[src/sv/assert_macros.svh]
// ----------------------------------------------------------------------------
// Assertion macros
// Shared wrappers for the concurrent checks of the min/max column decimator.
// ----------------------------------------------------------------------------
`ifndef ASSERT_MACROS_SVH
`define ASSERT_MACROS_SVH

// The property must hold at every clock edge outside reset.
`define MMCD_ASSERT(label, clk, rst, prop, msg) \
   label: assert property (@(posedge clk) disable iff (rst) (prop)) else $error(msg);

// The condition must never be true at a clock edge outside reset.
`define MMCD_NEVER(label, clk, rst, cond, msg) \
   label: assert property (@(posedge clk) disable iff (rst) !(cond)) else $error(msg);

`endif

[src/sv/mmcd_pkg.sv]
// ----------------------------------------------------------------------------
// mmcd_pkg
// Types and constants shared by the min/max column decimator modules.
// ----------------------------------------------------------------------------
`default_nettype none

package mmcd_pkg;

   localparam int MaxColumnsDefault = 300;
   localparam int MaxSamplesDefault = 8192;

   localparam int RowMax  = 17;
   localparam int RowW    = 5;
   localparam int ProdW   = 29;
   localparam int RowTop  = RowMax * 65536 + 32768;

   localparam int ColW    = 9;
   localparam int StepW   = 30;
   localparam int CodeW   = 8;
   localparam int ScaleW  = 21;
   localparam int CsrIdxW = 3;
   localparam int CsrW    = 30;

   localparam logic [CsrIdxW-1:0] CsrColumnCount = 3'd0;
   localparam logic [CsrIdxW-1:0] CsrColumnStep  = 3'd1;
   localparam logic [CsrIdxW-1:0] CsrFloorValue  = 3'd2;
   localparam logic [CsrIdxW-1:0] CsrValueSpan   = 3'd3;
   localparam logic [CsrIdxW-1:0] CsrRowScale    = 3'd4;
   localparam logic [CsrIdxW-1:0] CsrNoneCode    = 3'd5;

   localparam logic [ColW-1:0]   ResetColumnCount = 9'd280;
   localparam logic [StepW-1:0]  ResetColumnStep  = 30'd1912670;
   localparam logic [CodeW-1:0]  ResetFloorValue  = 8'd2;
   localparam logic [CodeW-1:0]  ResetValueSpan   = 8'd250;
   localparam logic [ScaleW-1:0] ResetRowScale    = 21'd4456;
   localparam logic [CodeW-1:0]  ResetNoneCode    = 8'd0;

   localparam logic [StepW-1:0]  StepOne = 30'd65536;

   typedef struct packed {
      logic [CodeW-1:0]  floor_value;
      logic [CodeW-1:0]  value_span;
      logic [ScaleW-1:0] row_scale;
      logic [CodeW-1:0]  none_code;
   } map_cfg_type;

   typedef struct packed {
      logic [ColW-1:0]  column;
      logic [CodeW-1:0] upper;
      logic [CodeW-1:0] lower;
      logic             last;
   } col_type;

endpackage

`default_nettype wire

[src/sv/mmcd_rowmap.sv]
// ----------------------------------------------------------------------------
// mmcd_rowmap
// Maps one sample code to a pixel row, or flags it as a missing point.
// ----------------------------------------------------------------------------
`default_nettype none

module mmcd_rowmap (
   input  wire logic [mmcd_pkg::CodeW-1:0] code,
   input  wire mmcd_pkg::map_cfg_type      cfg,
   output logic [mmcd_pkg::RowW-1:0]       row,
   output logic                            missing
);
   import mmcd_pkg::*;

   logic [CodeW-1:0] diff;
   logic [CodeW-1:0] d;
   logic [ProdW-1:0] prod;
   logic [ProdW-1:0] t;
   logic [ProdW-17:0] tq;

   always_comb begin
      missing = (code == cfg.none_code);
      diff    = code - cfg.floor_value;
      if (code < cfg.floor_value) begin
         d = '0;
      end else if (diff > cfg.value_span) begin
         d = cfg.value_span;
      end else begin
         d = diff;
      end
      prod = ProdW'(cfg.row_scale) * ProdW'(d);
      t    = ProdW'(RowTop) - prod;
      tq   = t[ProdW-1:16];
      if (missing || (prod > ProdW'(RowTop))) begin
         row = '0;
      end else if (tq > (ProdW-16)'(RowMax)) begin
         row = RowW'(RowMax);
      end else begin
         row = tq[RowW-1:0];
      end
   end

endmodule

`default_nettype wire

[src/sv/mmcd_track.sv]
// ----------------------------------------------------------------------------
// mmcd_track
// Column tracking: sample and column counters, running min/max, widening
// toward the previous column, and the register holding a finished column.
// ----------------------------------------------------------------------------
`default_nettype none

`include "assert_macros.svh"

module mmcd_track #(
   parameter int MaxColumns = mmcd_pkg::MaxColumnsDefault,
   parameter int MaxSamples = mmcd_pkg::MaxSamplesDefault
) (
   input  wire logic                        clock,
   input  wire logic                        reset,
   input  wire logic                        accept,
   input  wire logic [mmcd_pkg::CodeW-1:0]  sample,
   input  wire logic                        frame_start,
   input  wire logic                        advance,
   input  wire logic [mmcd_pkg::ColW-1:0]   column_count,
   input  wire logic [mmcd_pkg::StepW-1:0]  column_step,
   output logic                             col_valid,
   output mmcd_pkg::col_type                col
);
   import mmcd_pkg::*;

   localparam int SIdxW  = $clog2(MaxSamples + 1);
   localparam int CIdxW  = $clog2(MaxColumns + 1);
   localparam int AccW   = StepW + CIdxW;
   localparam int FirstW = AccW - 16;
   localparam int LastW  = FirstW + 1;

   logic [SIdxW-1:0] sample_index_ff, sample_index_in;
   logic [CIdxW-1:0] column_index_ff, column_index_in;
   logic [AccW-1:0]  acc_ff, acc_in;
   logic             in_column_ff, in_column_in;
   logic [CodeW-1:0] run_min_ff, run_min_in, run_max_ff, run_max_in;
   logic [CodeW-1:0] prev_min_ff, prev_min_in, prev_max_ff, prev_max_in;
   logic             col_valid_ff, col_valid_in;
   col_type          col_ff, col_in;

   logic [SIdxW-1:0] sidx;
   logic [CIdxW-1:0] cidx;
   logic [AccW-1:0]  acc;
   logic             inc;
   logic [9:0]       count;
   logic             samp_ok;
   logic             col_ok;
   logic [StepW-1:0] step;
   logic [LastW-1:0] first;
   logic [LastW-1:0] last;
   logic             hit_first;
   logic             in_range;
   logic             emit;

   always_comb begin
      sidx = frame_start ? '0 : sample_index_ff;
      cidx = frame_start ? '0 : column_index_ff;
      acc  = frame_start ? '0 : acc_ff;
      inc  = frame_start ? 1'b0 : in_column_ff;

      count   = ({1'b0, column_count} > 10'(MaxColumns)) ? 10'(MaxColumns)
                                                        : {1'b0, column_count};
      samp_ok = (sidx < SIdxW'(MaxSamples));
      col_ok  = (10'(cidx) < count);
      step    = (column_step < StepOne) ? StepOne : column_step;
      first   = LastW'(acc[AccW-1:16]);
      last    = first + LastW'(step[StepW-1:16]) - LastW'(1);

      hit_first = (LastW'(sidx) == first);
      in_range  = (LastW'(sidx) <= last);

      sample_index_in = samp_ok ? sidx + SIdxW'(1) : sidx;
      column_index_in = cidx;
      acc_in          = acc;
      in_column_in    = inc;
      run_min_in      = run_min_ff;
      run_max_in      = run_max_ff;
      prev_min_in     = prev_min_ff;
      prev_max_in     = prev_max_ff;
      emit            = 1'b0;

      col_in.column = ColW'(cidx);
      col_in.last   = ((10'(cidx) + 10'd1) == count);
      col_in.upper  = '0;
      col_in.lower  = '0;

      if (samp_ok && col_ok) begin
         if (hit_first) begin
            run_min_in   = sample;
            run_max_in   = sample;
            in_column_in = 1'b1;
         end else if (inc && in_range) begin
            if (sample < run_min_ff) begin
               run_min_in = sample;
            end
            if (sample > run_max_ff) begin
               run_max_in = sample;
            end
         end

         emit = in_column_in && (LastW'(sidx) == last);

         if (cidx == '0) begin
            col_in.upper = run_max_in;
            col_in.lower = run_min_in;
         end else begin
            col_in.upper = (run_max_in < prev_min_ff) ? prev_min_ff : run_max_in;
            col_in.lower = (run_min_in > prev_max_ff) ? prev_max_ff : run_min_in;
         end

         if (emit) begin
            prev_min_in     = run_min_in;
            prev_max_in     = run_max_in;
            column_index_in = cidx + CIdxW'(1);
            acc_in          = acc + AccW'(step);
            in_column_in    = 1'b0;
         end
      end

      if (accept) begin
         col_valid_in = emit;
      end else if (advance) begin
         col_valid_in = 1'b0;
      end else begin
         col_valid_in = col_valid_ff;
      end
   end

   always_ff @(posedge clock) begin
      if (reset) begin
         sample_index_ff <= '0;
         column_index_ff <= '0;
         acc_ff          <= '0;
         in_column_ff    <= 1'b0;
         run_min_ff      <= '0;
         run_max_ff      <= '0;
         prev_min_ff     <= '0;
         prev_max_ff     <= '0;
         col_valid_ff    <= 1'b0;
      end else begin
         col_valid_ff <= col_valid_in;
         if (accept) begin
            sample_index_ff <= sample_index_in;
            column_index_ff <= column_index_in;
            acc_ff          <= acc_in;
            in_column_ff    <= in_column_in;
            run_min_ff      <= run_min_in;
            run_max_ff      <= run_max_in;
            prev_min_ff     <= prev_min_in;
            prev_max_ff     <= prev_max_in;
         end
      end
   end

   always_ff @(posedge clock) begin
      if (accept && emit) begin
         col_ff <= col_in;
      end
   end

   assign col_valid = col_valid_ff;
   assign col       = col_ff;

   `MMCD_ASSERT(a_col_from_accept, clock, reset,
      (col_valid_ff && !$past(col_valid_ff)) |-> $past(accept), "column without sample")
   `MMCD_ASSERT(a_col_index_range, clock, reset,
      col_valid_ff |-> (10'(col_ff.column) < 10'(MaxColumns)), "column index out of range")

endmodule

`default_nettype wire

[src/sv/minmax_column_decimator_unit.sv]
// ----------------------------------------------------------------------------
// minmax_column_decimator_unit
// Min/max peak decimation of a sample record into display columns.
// ----------------------------------------------------------------------------
// The unit takes one 8-bit sample per clock and emits one beat per finished
// display column, carrying the pixel rows of the column's widened upper and
// lower values. A sample passes through two register stages: the column
// tracker (counters, running min/max and a Q23.16 column start adder) and
// the row mapper (clamp, one 21x8 multiply and saturation) feeding the output
// register. The input takes a beat every cycle while the output is being
// drained; a stalled output holds back input once both stages are full.
// Configuration writes are taken at any time and must only happen while no
// sample is in flight.
// ----------------------------------------------------------------------------
`default_nettype none

`include "assert_macros.svh"

module minmax_column_decimator_unit #(
   parameter int MaxColumns = mmcd_pkg::MaxColumnsDefault,
   parameter int MaxSamples = mmcd_pkg::MaxSamplesDefault
) (
   input  wire logic                          clock,
   input  wire logic                          reset,

   input  wire logic                          req_valid,
   output logic                               req_ready,
   input  wire logic [mmcd_pkg::CodeW-1:0]    req_sample,
   input  wire logic                          req_frame_start,

   output logic                               rsp_valid,
   input  wire logic                          rsp_ready,
   output logic [mmcd_pkg::ColW-1:0]          rsp_column,
   output logic [mmcd_pkg::RowW-1:0]          rsp_row_high,
   output logic [mmcd_pkg::RowW-1:0]          rsp_row_low,
   output logic                               rsp_high_missing,
   output logic                               rsp_low_missing,
   output logic                               rsp_last_column,

   input  wire logic                          csr_valid,
   output logic                               csr_ready,
   input  wire logic [mmcd_pkg::CsrIdxW-1:0]  csr_index,
   input  wire logic [mmcd_pkg::CsrW-1:0]     csr_wdata
);
   import mmcd_pkg::*;

   logic [ColW-1:0]   column_count_ff;
   logic [StepW-1:0]  column_step_ff;
   map_cfg_type       map_cfg_ff;

   logic              col_valid;
   col_type           col;
   logic              advance;
   logic              accept;

   logic [RowW-1:0]   row_high;
   logic [RowW-1:0]   row_low;
   logic              high_missing;
   logic              low_missing;

   logic              rsp_valid_ff, rsp_valid_in;
   logic [ColW-1:0]   column_ff;
   logic [RowW-1:0]   row_high_ff, row_low_ff;
   logic              high_missing_ff, low_missing_ff, last_ff;

   assign csr_ready = !reset;

   always_ff @(posedge clock) begin
      if (reset) begin
         column_count_ff        <= ResetColumnCount;
         column_step_ff         <= ResetColumnStep;
         map_cfg_ff.floor_value <= ResetFloorValue;
         map_cfg_ff.value_span  <= ResetValueSpan;
         map_cfg_ff.row_scale   <= ResetRowScale;
         map_cfg_ff.none_code   <= ResetNoneCode;
      end else if (csr_valid) begin
         unique case (csr_index)
            CsrColumnCount: column_count_ff        <= csr_wdata[ColW-1:0];
            CsrColumnStep:  column_step_ff         <= csr_wdata[StepW-1:0];
            CsrFloorValue:  map_cfg_ff.floor_value <= csr_wdata[CodeW-1:0];
            CsrValueSpan:   map_cfg_ff.value_span  <= csr_wdata[CodeW-1:0];
            CsrRowScale:    map_cfg_ff.row_scale   <= csr_wdata[ScaleW-1:0];
            CsrNoneCode:    map_cfg_ff.none_code   <= csr_wdata[CodeW-1:0];
            default: begin
            end
         endcase
      end
   end

   assign advance   = !rsp_valid_ff || rsp_ready;
   assign req_ready = !reset && (!col_valid || advance);
   assign accept    = req_valid && req_ready;

   mmcd_track #(
      .MaxColumns (MaxColumns),
      .MaxSamples (MaxSamples)
   ) u_track (
      .clock        (clock),
      .reset        (reset),
      .accept       (accept),
      .sample       (req_sample),
      .frame_start  (req_frame_start),
      .advance      (advance),
      .column_count (column_count_ff),
      .column_step  (column_step_ff),
      .col_valid    (col_valid),
      .col          (col)
   );

   mmcd_rowmap u_map_high (
      .code    (col.upper),
      .cfg     (map_cfg_ff),
      .row     (row_high),
      .missing (high_missing)
   );

   mmcd_rowmap u_map_low (
      .code    (col.lower),
      .cfg     (map_cfg_ff),
      .row     (row_low),
      .missing (low_missing)
   );

   assign rsp_valid_in = advance ? col_valid : rsp_valid_ff;

   always_ff @(posedge clock) begin
      if (reset) begin
         rsp_valid_ff <= 1'b0;
      end else begin
         rsp_valid_ff <= rsp_valid_in;
      end
   end

   always_ff @(posedge clock) begin
      if (advance && col_valid) begin
         column_ff       <= col.column;
         row_high_ff     <= row_high;
         row_low_ff      <= row_low;
         high_missing_ff <= high_missing;
         low_missing_ff  <= low_missing;
         last_ff         <= col.last;
      end
   end

   assign rsp_valid        = rsp_valid_ff;
   assign rsp_column       = column_ff;
   assign rsp_row_high     = row_high_ff;
   assign rsp_row_low      = row_low_ff;
   assign rsp_high_missing = high_missing_ff;
   assign rsp_low_missing  = low_missing_ff;
   assign rsp_last_column  = last_ff;

   `MMCD_ASSERT(a_row_range, clock, reset,
      rsp_valid |-> (rsp_row_high <= RowW'(RowMax)) && (rsp_row_low <= RowW'(RowMax)),
      "row beyond lowest pixel row")
   `MMCD_NEVER(a_missing_row, clock, reset,
      rsp_valid && ((rsp_high_missing && (rsp_row_high != '0)) ||
      (rsp_low_missing && (rsp_row_low != '0))), "missing point with nonzero row")
   `MMCD_ASSERT(a_out_from_stage, clock, reset,
      $rose(rsp_valid) |-> $past(col_valid), "output beat without finished column")

endmodule

`default_nettype wire

[config.mk]
export PLATFORM = sky130hd
export DESIGN_NAME = minmax_column_decimator_unit
export DESIGN_NICKNAME = d
export VERILOG_FILES = /design/src/sv/mmcd_pkg.sv /design/src/sv/mmcd_rowmap.sv /design/src/sv/mmcd_track.sv /design/src/sv/minmax_column_decimator_unit.sv
export VERILOG_INCLUDE_DIRS = /design/src /design/src/sv
export SDC_FILE = /design/constraint.sdc
export NUM_CORES = 1
export LEC_CHECK = 0
export ABC_AREA = 1
export ABC_CLOCK_PERIOD_IN_PS = 7200
export BUFFER_PORTS_ARGS = -buffer_cell sky130_fd_sc_hd__buf_2
export CAP_MARGIN = 20
export CORE_MARGIN = 8
export CORE_UTILIZATION = 55
export CTS_CLUSTER_SIZE = 40
export DETAILED_ROUTE_END_ITERATION = 8
export PLACE_DENSITY = 0.74
export SYNTH_ARGS = -nofsm -noshare
export SYNTH_HDL_FRONTEND = slang
export SYNTH_SLANG_ARGS = --single-unit
[constraint.sdc]
create_clock -name clock -period 7.2 [get_ports clock]
set_input_delay 0.72 -clock clock [delete_from_list [all_inputs] [get_ports clock]]
set_output_delay 0.72 -clock clock [all_outputs]
set_load 0.03 [all_outputs]
# ---- Yosys cells after proc, flatten, opt, wreduce, memory -nomap -nowiden
# Cells that the tools add are included.
# W data, S select, Z words.
dict set report totals {
  ramBits 0
  latch_bits 0
  elab_cells 129
  rom_bits 0
  n_memories 0
  reg_bits 229
  inputBits 47
  output_inout_bits 25
}
dict set report classes {
  n_addsub 10
  bitwise 0
  n_lt_le_gt_ge 17
  eq_ne 10
  mul 2
  shifts 0
  div 0
  muxes 35
  reduce_logical 27
}
# operator count
set op_table {}
lappend op_table {{$mux W39} 3}
lappend op_table {{$mux W8} 14}
lappend op_table {{$gt A29 B21 Y1 const B} 2}
lappend op_table {{$mul A21 B8 Y29} 2}
lappend op_table {{$sub A21 B29 Y29 const A} 2}
lappend op_table {{$add A39 B30 Y39} 1}
lappend op_table {{$mux W9} 4}
lappend op_table {{$gt A8 B8 Y1} 4}
lappend op_table {{$lt A8 B8 Y1} 4}
lappend op_table {{$lt A30 B17 Y1 const B} 1}
lappend op_table {{$mux W30} 1}
lappend op_table {{$mux W14} 2}
lappend op_table {{$gt A13 B5 Y1 const B} 2}
lappend op_table {{$add A23 B14 Y24} 1}
lappend op_table {{$eq A14 B24 Y1} 1}
lappend op_table {{$le A14 B24 Y1} 1}
lappend op_table {{$sub A24 B1 Y24 const B} 1}
lappend op_table {{$eq A14 B23 Y1} 1}
lappend op_table {{$eq A8 B8 Y1} 2}
lappend op_table {{$mux W16} 1}
lappend op_table {{$sub A8 B8 Y8} 2}
lappend op_table {{$add A14 B1 Y14 const B} 1}
lappend op_table {{$lt A14 B14 Y1 const B} 1}
lappend op_table {{$reduce_and A2 Y1} 7}
lappend op_table {{18 further kinds} 40}

# ---- Logic depth before layout (Yosys ltp)
dict set report logic_depth {
  word_depth 12
  depth_mapped 57
}

# ---- By module
# From an unflattened synthesis, not the netlist that was laid out.
dict set report hier_totals {
  hier_cells 4635
  hier_area_um2 30153.9
}
# mod area_each_um2 seq_area_each_um2 cells_each n_inst
set by_module_without_submodules {}
lappend by_module_without_submodules {mmcd_track 11353.4 2702.6 1771 1}
lappend by_module_without_submodules {{mmcd_rowmap (u_map_high)} 7495.9 0.0 1202 1}
lappend by_module_without_submodules {{mmcd_rowmap (u_map_low)} 7304.5 0.0 1166 1}
lappend by_module_without_submodules {minmax_column_decimator_unit 4000.1 2362.3 496 1}

# ---- Worst setup path after synthesis
# No wires, ideal clock.
dict set report synth_timing {
  kind {reg-to-reg}
  start {reg u_track.col_ff, in the netlist u_track.col[1]}
  end {reg row_low_ff[0] (netlist: rsp_row_low[0]) (data pin)}
  synth_period_minus_slack_ns 7.788
  setup_ns 0.249
  t_arrival_ns 7.539
  path_slack_ns -0.588
  path_stages_with_launch 51
  cell_sequence {edfxtp_1 -> inv_1 -> ha_1 -> inv_1 -> fa_1 -> nand2_1 -> inv_1 -> nor2_1 -> o21bai_1 -> a21oi_1 -> o21bai_1 -> xor2_1 -> inv_1 -> ha_1 -> nand2_1 -> nor2_1 -> nand2_1 -> o211ai_1 -> [... 15 more ...] -> a21oi_1 -> nand2_1 -> nand2_1 -> nand2_1 -> or2_2 -> nand2_1 -> nand2_1 -> nor2_2 -> nand2_1 -> nand3b_1 -> nand2_1 -> nor2_1 -> nor2_1 -> nand2_1 -> nor2_1 -> nand3_1 -> nand2_1 -> inv_1}
}
dict set report synth_between {
  elab_chain_len 8
  word_cells_on_any_way 12
  cone_classes {add/sub: 2; mul: 1; order compare: 4; eq/ne: 1; mux: 3; reduce/logical: 1}
}
# item line
set synth_lines {}
lappend synth_lines {{start, declared} mmcd_track.sv:40} ;# col_type col_ff, col_in;
lappend synth_lines {{start signal, assigned} mmcd_track.sv:158} ;# col_ff <= col_in;
lappend synth_lines {{$sub A8 B8 Y8} mmcd_rowmap.sv:23} ;# diff = code - cfg.floor_value;
lappend synth_lines {{$gt A8 B8 Y1} mmcd_rowmap.sv:26} ;# end else if (diff > cfg.value_span) begin
lappend synth_lines {{$mux W8} mmcd_rowmap.sv:26}
lappend synth_lines {{$mux W8} mmcd_rowmap.sv:24} ;# if (code < cfg.floor_value) begin
lappend synth_lines {{$mul A21 B8 Y29} mmcd_rowmap.sv:31} ;# prod = ProdW'(cfg.row_scale) * ProdW'(d);
lappend synth_lines {{$sub A21 B29 Y29} mmcd_rowmap.sv:32} ;# t = ProdW'(RowTop) - prod;
lappend synth_lines {{$gt A13 B5 Y1} mmcd_rowmap.sv:36} ;# end else if (tq > (ProdW-16)'(RowMax)) begin
lappend synth_lines {{$mux W5} mmcd_rowmap.sv:36}
lappend synth_lines {{end signal, assigned} minmax_column_decimator_unit.sv:138} ;# row_low_ff <= row_low;
lappend synth_lines {{end, declared} minmax_column_decimator_unit.sv:63} ;# logic [RowW-1:0] row_high_ff, row_low_ff;
# Parallel ways exist; a longest one is shown, timed or not.
# A chain may end at the register's enable or synchronous reset.

# ---- Worst setup path after layout
dict set report layout_timing {
  start {reg map_cfg_ff[38] (netlist name)}
  end {reg row_high_ff[1] (netlist: rsp_row_high[1]) (data pin)}
}
dict set report layout_between {
  elab_chain_len 8
  word_cells_on_any_way 11
  cone_classes {add/sub: 2; mul: 1; order compare: 4; mux: 2; reduce/logical: 2}
}
# item line
set layout_lines {}
lappend layout_lines {{start, declared} minmax_column_decimator_unit.sv:49} ;# map_cfg_type map_cfg_ff;
lappend layout_lines {{$sub A8 B8 Y8} mmcd_rowmap.sv:23}
lappend layout_lines {{$gt A8 B8 Y1} mmcd_rowmap.sv:26}
lappend layout_lines {{$mux W8} mmcd_rowmap.sv:26}
lappend layout_lines {{$mux W8 *} mmcd_rowmap.sv:24}
lappend layout_lines {{$mul A21 B8 Y29 *} mmcd_rowmap.sv:31}
lappend layout_lines {{$sub A21 B29 Y29 / $gt A29 B21 Y1 (equally long branches)} {mmcd_rowmap.sv:32, mmcd_rowmap.sv:34}}
lappend layout_lines {{$gt A13 B5 Y1 / $logic_or A1 B1 Y1 (equally long branches)} {mmcd_rowmap.sv:36, mmcd_rowmap.sv:34}}
lappend layout_lines {{$reduce_or A2 Y1 (no source line)} n/a}
lappend layout_lines {{end signal, assigned} minmax_column_decimator_unit.sv:137} ;# row_high_ff <= row_high;
lappend layout_lines {{end, declared} minmax_column_decimator_unit.sv:63}
# Mark *: on every way between the ends. The rest lies on a longest branch, timed or not.

==> out/results.ini <==
[worst_setup_path]
critPathKind=flip-flop to flip-flop
crit_arrival_ns=8.52
cpMostUsedCell=nand2_2
cp_slowest_cell=fa_1
start_kind=flip-flop
path_max_fanout=7
crit_required_ns=7.62
critPathCaptureType=flip-flop
slowest_delay_ns=0.58

[layout]
nFillCells=4227
most-common-layout-cells=inv_1, nand2_1, nor2_1
area_growth_pct=23.1
fin_util=0.679
layout_commonest_cell=inv_1
nets=4817
drive_above_1_share=0.207

[synth]
synth_ff_type=dfxtp_1
yosysTopAreaCellShare=0.169
ys_seq_area_frac=0.185
syn-num-nets=4474
yosys_warnings=0
yosysTopAreaCell=fa_1
ys_seq_elements=229
syn_area_mm2=0.0274
netlist_instances=3932
synth_cell_types=62
ys_async_sr_fraction=0
syn_avg_cell_area_um2=6.97
ys_top_cells_by_area=fa_1, dfxtp_1, ha_1, nand2_1, inv_1
synth_edf_count=48

[detailed_routing]
drt-initial-drc-count=2290
viasPerCell=5.42
route.vias.total=26937
final_antenna_net_count=0
drc_errors=0
drt_wl_total_um=81800
first_pass_iters=6
wl_per_cell_um=16.5

[placed_design]
io_buffers=71
gp_congestion=0.947
hpwlAfterDp_um=62300
dpl_worst_slack_ns=-0.992

[pwr]
p_leak_uw=0.0170
total_power_uw=6920
ir_drop_uv=174
p_per_area_mw_per_mm2=205

[sta]
hold_slack_ns=0.419
finalMaxSlewViolations=0
clock_skew_ns=0.0341
tightest_slew_ns=1.09
slew-limit-headroom=0.273
setup_violations=10
worst_slack_ns=-0.893
tns_ns=-7.87
final_hold_viol_count=0
finalCritPeriodShare=1.12
rsz0062_at_grt=yes
max_freq_mhz=124
min_period_ns=8.09

[status]
violations=setup timing
status=finished with violations

[clock_network]
cts_tree=yes
hold_buffers=0
cts_buffers=27
clkTransAtPathRegs_ns=0.07
clock_sinks=229
cts_max_level=1
root_buffer=clkbuf_16
clockBufferDepth=3
clkLatencyLatePin_ns=0.57

[grt]
grt_pass1_vias=25826
track_usage=0.272
grt_max_degree=88
grt_overflow_total=0
antenna_found_initial=2
grt_pass1_wl_um=128000

[floorplan]
fp-row-count=82
core_area_mm2=0.0497
io_pins=72
die_y_um=239
die_w_um=239
die_area_mm2=0.0572
initial_core_util=0.552

[worst_hold_path]
worstHoldPathType=flip-flop to flip-flop

[flow_run]
maxCapViolations=0

-- per-layer routing --
metal  part of all wire  track usage  wire, um  up-vias
met5            0.00016            0        13        -
met1               0.41        0.344     33700    12600
li1                   -            -         -    13097
met4              0.039        0.100      3170        2
met2               0.47        0.461     38500     1003
met3              0.078       0.0470      6390      235
-- metrics by stage --
step / cell area (um^2) / cells
6_report: 33700 / 4968
5_1_grt: 33700 / 4967
4_1_cts: 32300 / 4924
3_5_place_dp: 31100 / 4861
3_3_place_gp: 31100 / 4861
2_1_floorplan: 28100 / 3932
-- synth_stat cells (4+ instances only) --
cell type and n:
nor3_2 4, a21oi_1 283, buf_2 9, nor3_1 36
a221oi_1 6, o31ai_1 10, nor4_1 19, nand2_2 21
ha_1 263, o21ai_0 150, buf_1 9, nor2_2 13
xnor2_1 37, a31oi_1 4, nand2_1 772, buf_6 5
clkbuf_1 89, clkinv_1 12, o221ai_1 15, edfxtp_1 48
o21ai_1 37, nand3b_1 17, inv_1 747, nor2_1 506
xor2_1 51, a211oi_1 4, a21o_1 6, or2_2 11
inv_2 26, o21bai_1 19, nor3b_1 4, and3_1 5
o211ai_1 45, nand4_1 47, dfxtp_1 181, nand3_1 138
fa_1 232, o21a_1 6, o22ai_1 8
-- repair_timing --
| item | 4_1_cts | 5_1_grt |
|---|---|---|
| setup buffers | 14 | 34 |
| pin swaps | 37 | 120 |
| endpoints found under the setup margin | 10 | 10 |
| cloned | 0 | 7 |
| resized for setup | 64 | 238 |
-- worst paths after layout --
path	start	endpoint	slack, ns	cells past startpoint
setup / recovery	map_cfg_ff[38]	rsp_row_high[1]	-0.89	49
hold / removal	u_track.col[17]	rsp_column[0]	0.42	0
setup reg to reg	map_cfg_ff[38]	rsp_row_high[1]	-0.89	49
hold reg to reg	u_track.col[17]	rsp_column[0]	0.42	0
-- worst max-delay path: cells and delay by family (launching register included) --
family                     cells  cell delay [ns]
buffers and inverters         10             0.97
xor gates and xnor gates       2             0.40
AOI/OAI and AO/OA              5             0.62
DFF                            1             0.32
adders and majority gates      7             2.98
and+or+nand+nor               25             2.65
-- state kept, by name, summed over array words and instances, names as in the netlist, 5 cells and up --
| register | count |
|---|---|
| u_track.prev_max_ff | 8 |
| u_track.col | 26 |
| u_track.run_max_ff | 8 |
| column_count_ff | 9 |
| u_track.run_min_ff | 8 |
| rsp_row_low | 5 |
| u_track.sample_index_ff | 14 |
| u_track.column_index_ff | 9 |
| u_track.prev_min_ff | 8 |
| map_cfg_ff | 45 |
| u_track.acc_ff | 39 |
| rsp_row_high | 5 |
| column_step_ff | 30 |
| rsp_column | 9 |
-- where the power goes --
part	internal [uW]	switching, uW	total (uW)
logic	1880	2240	4120
clock network	843	590	1430
registers	1350	17.4	1370
-- layout make-up --
type                       instances  area, um^2  area share
multi-input combinational       2804       20500       0.609
clock buffer                      37         753      0.0223
tap                              672         841      0.0249
timing repair buffer             428        3390       0.100
clock inverter                    12         153     0.00452
antenna                            1        2.50   0.0000742
inverter                         785        2980      0.0884
sequential                       229        5070       0.150
-- logic make-up (layout without fill, tap and decap cells) --
kind of cell	count (synthesis)	count (layout)	synth area share
AO/OA/AOI/OAI	613	613	0.127
AND/OR/NAND/NOR	1608	1608	0.246
adder cells (fa/ha/maj)	495	495	0.290
buffers and inverters	899	1262	0.125
flip-flops	229	229	0.185
XOR/XNOR	88	88	0.0281
other	0	1	0
Power figures use the tool's default switching activity.
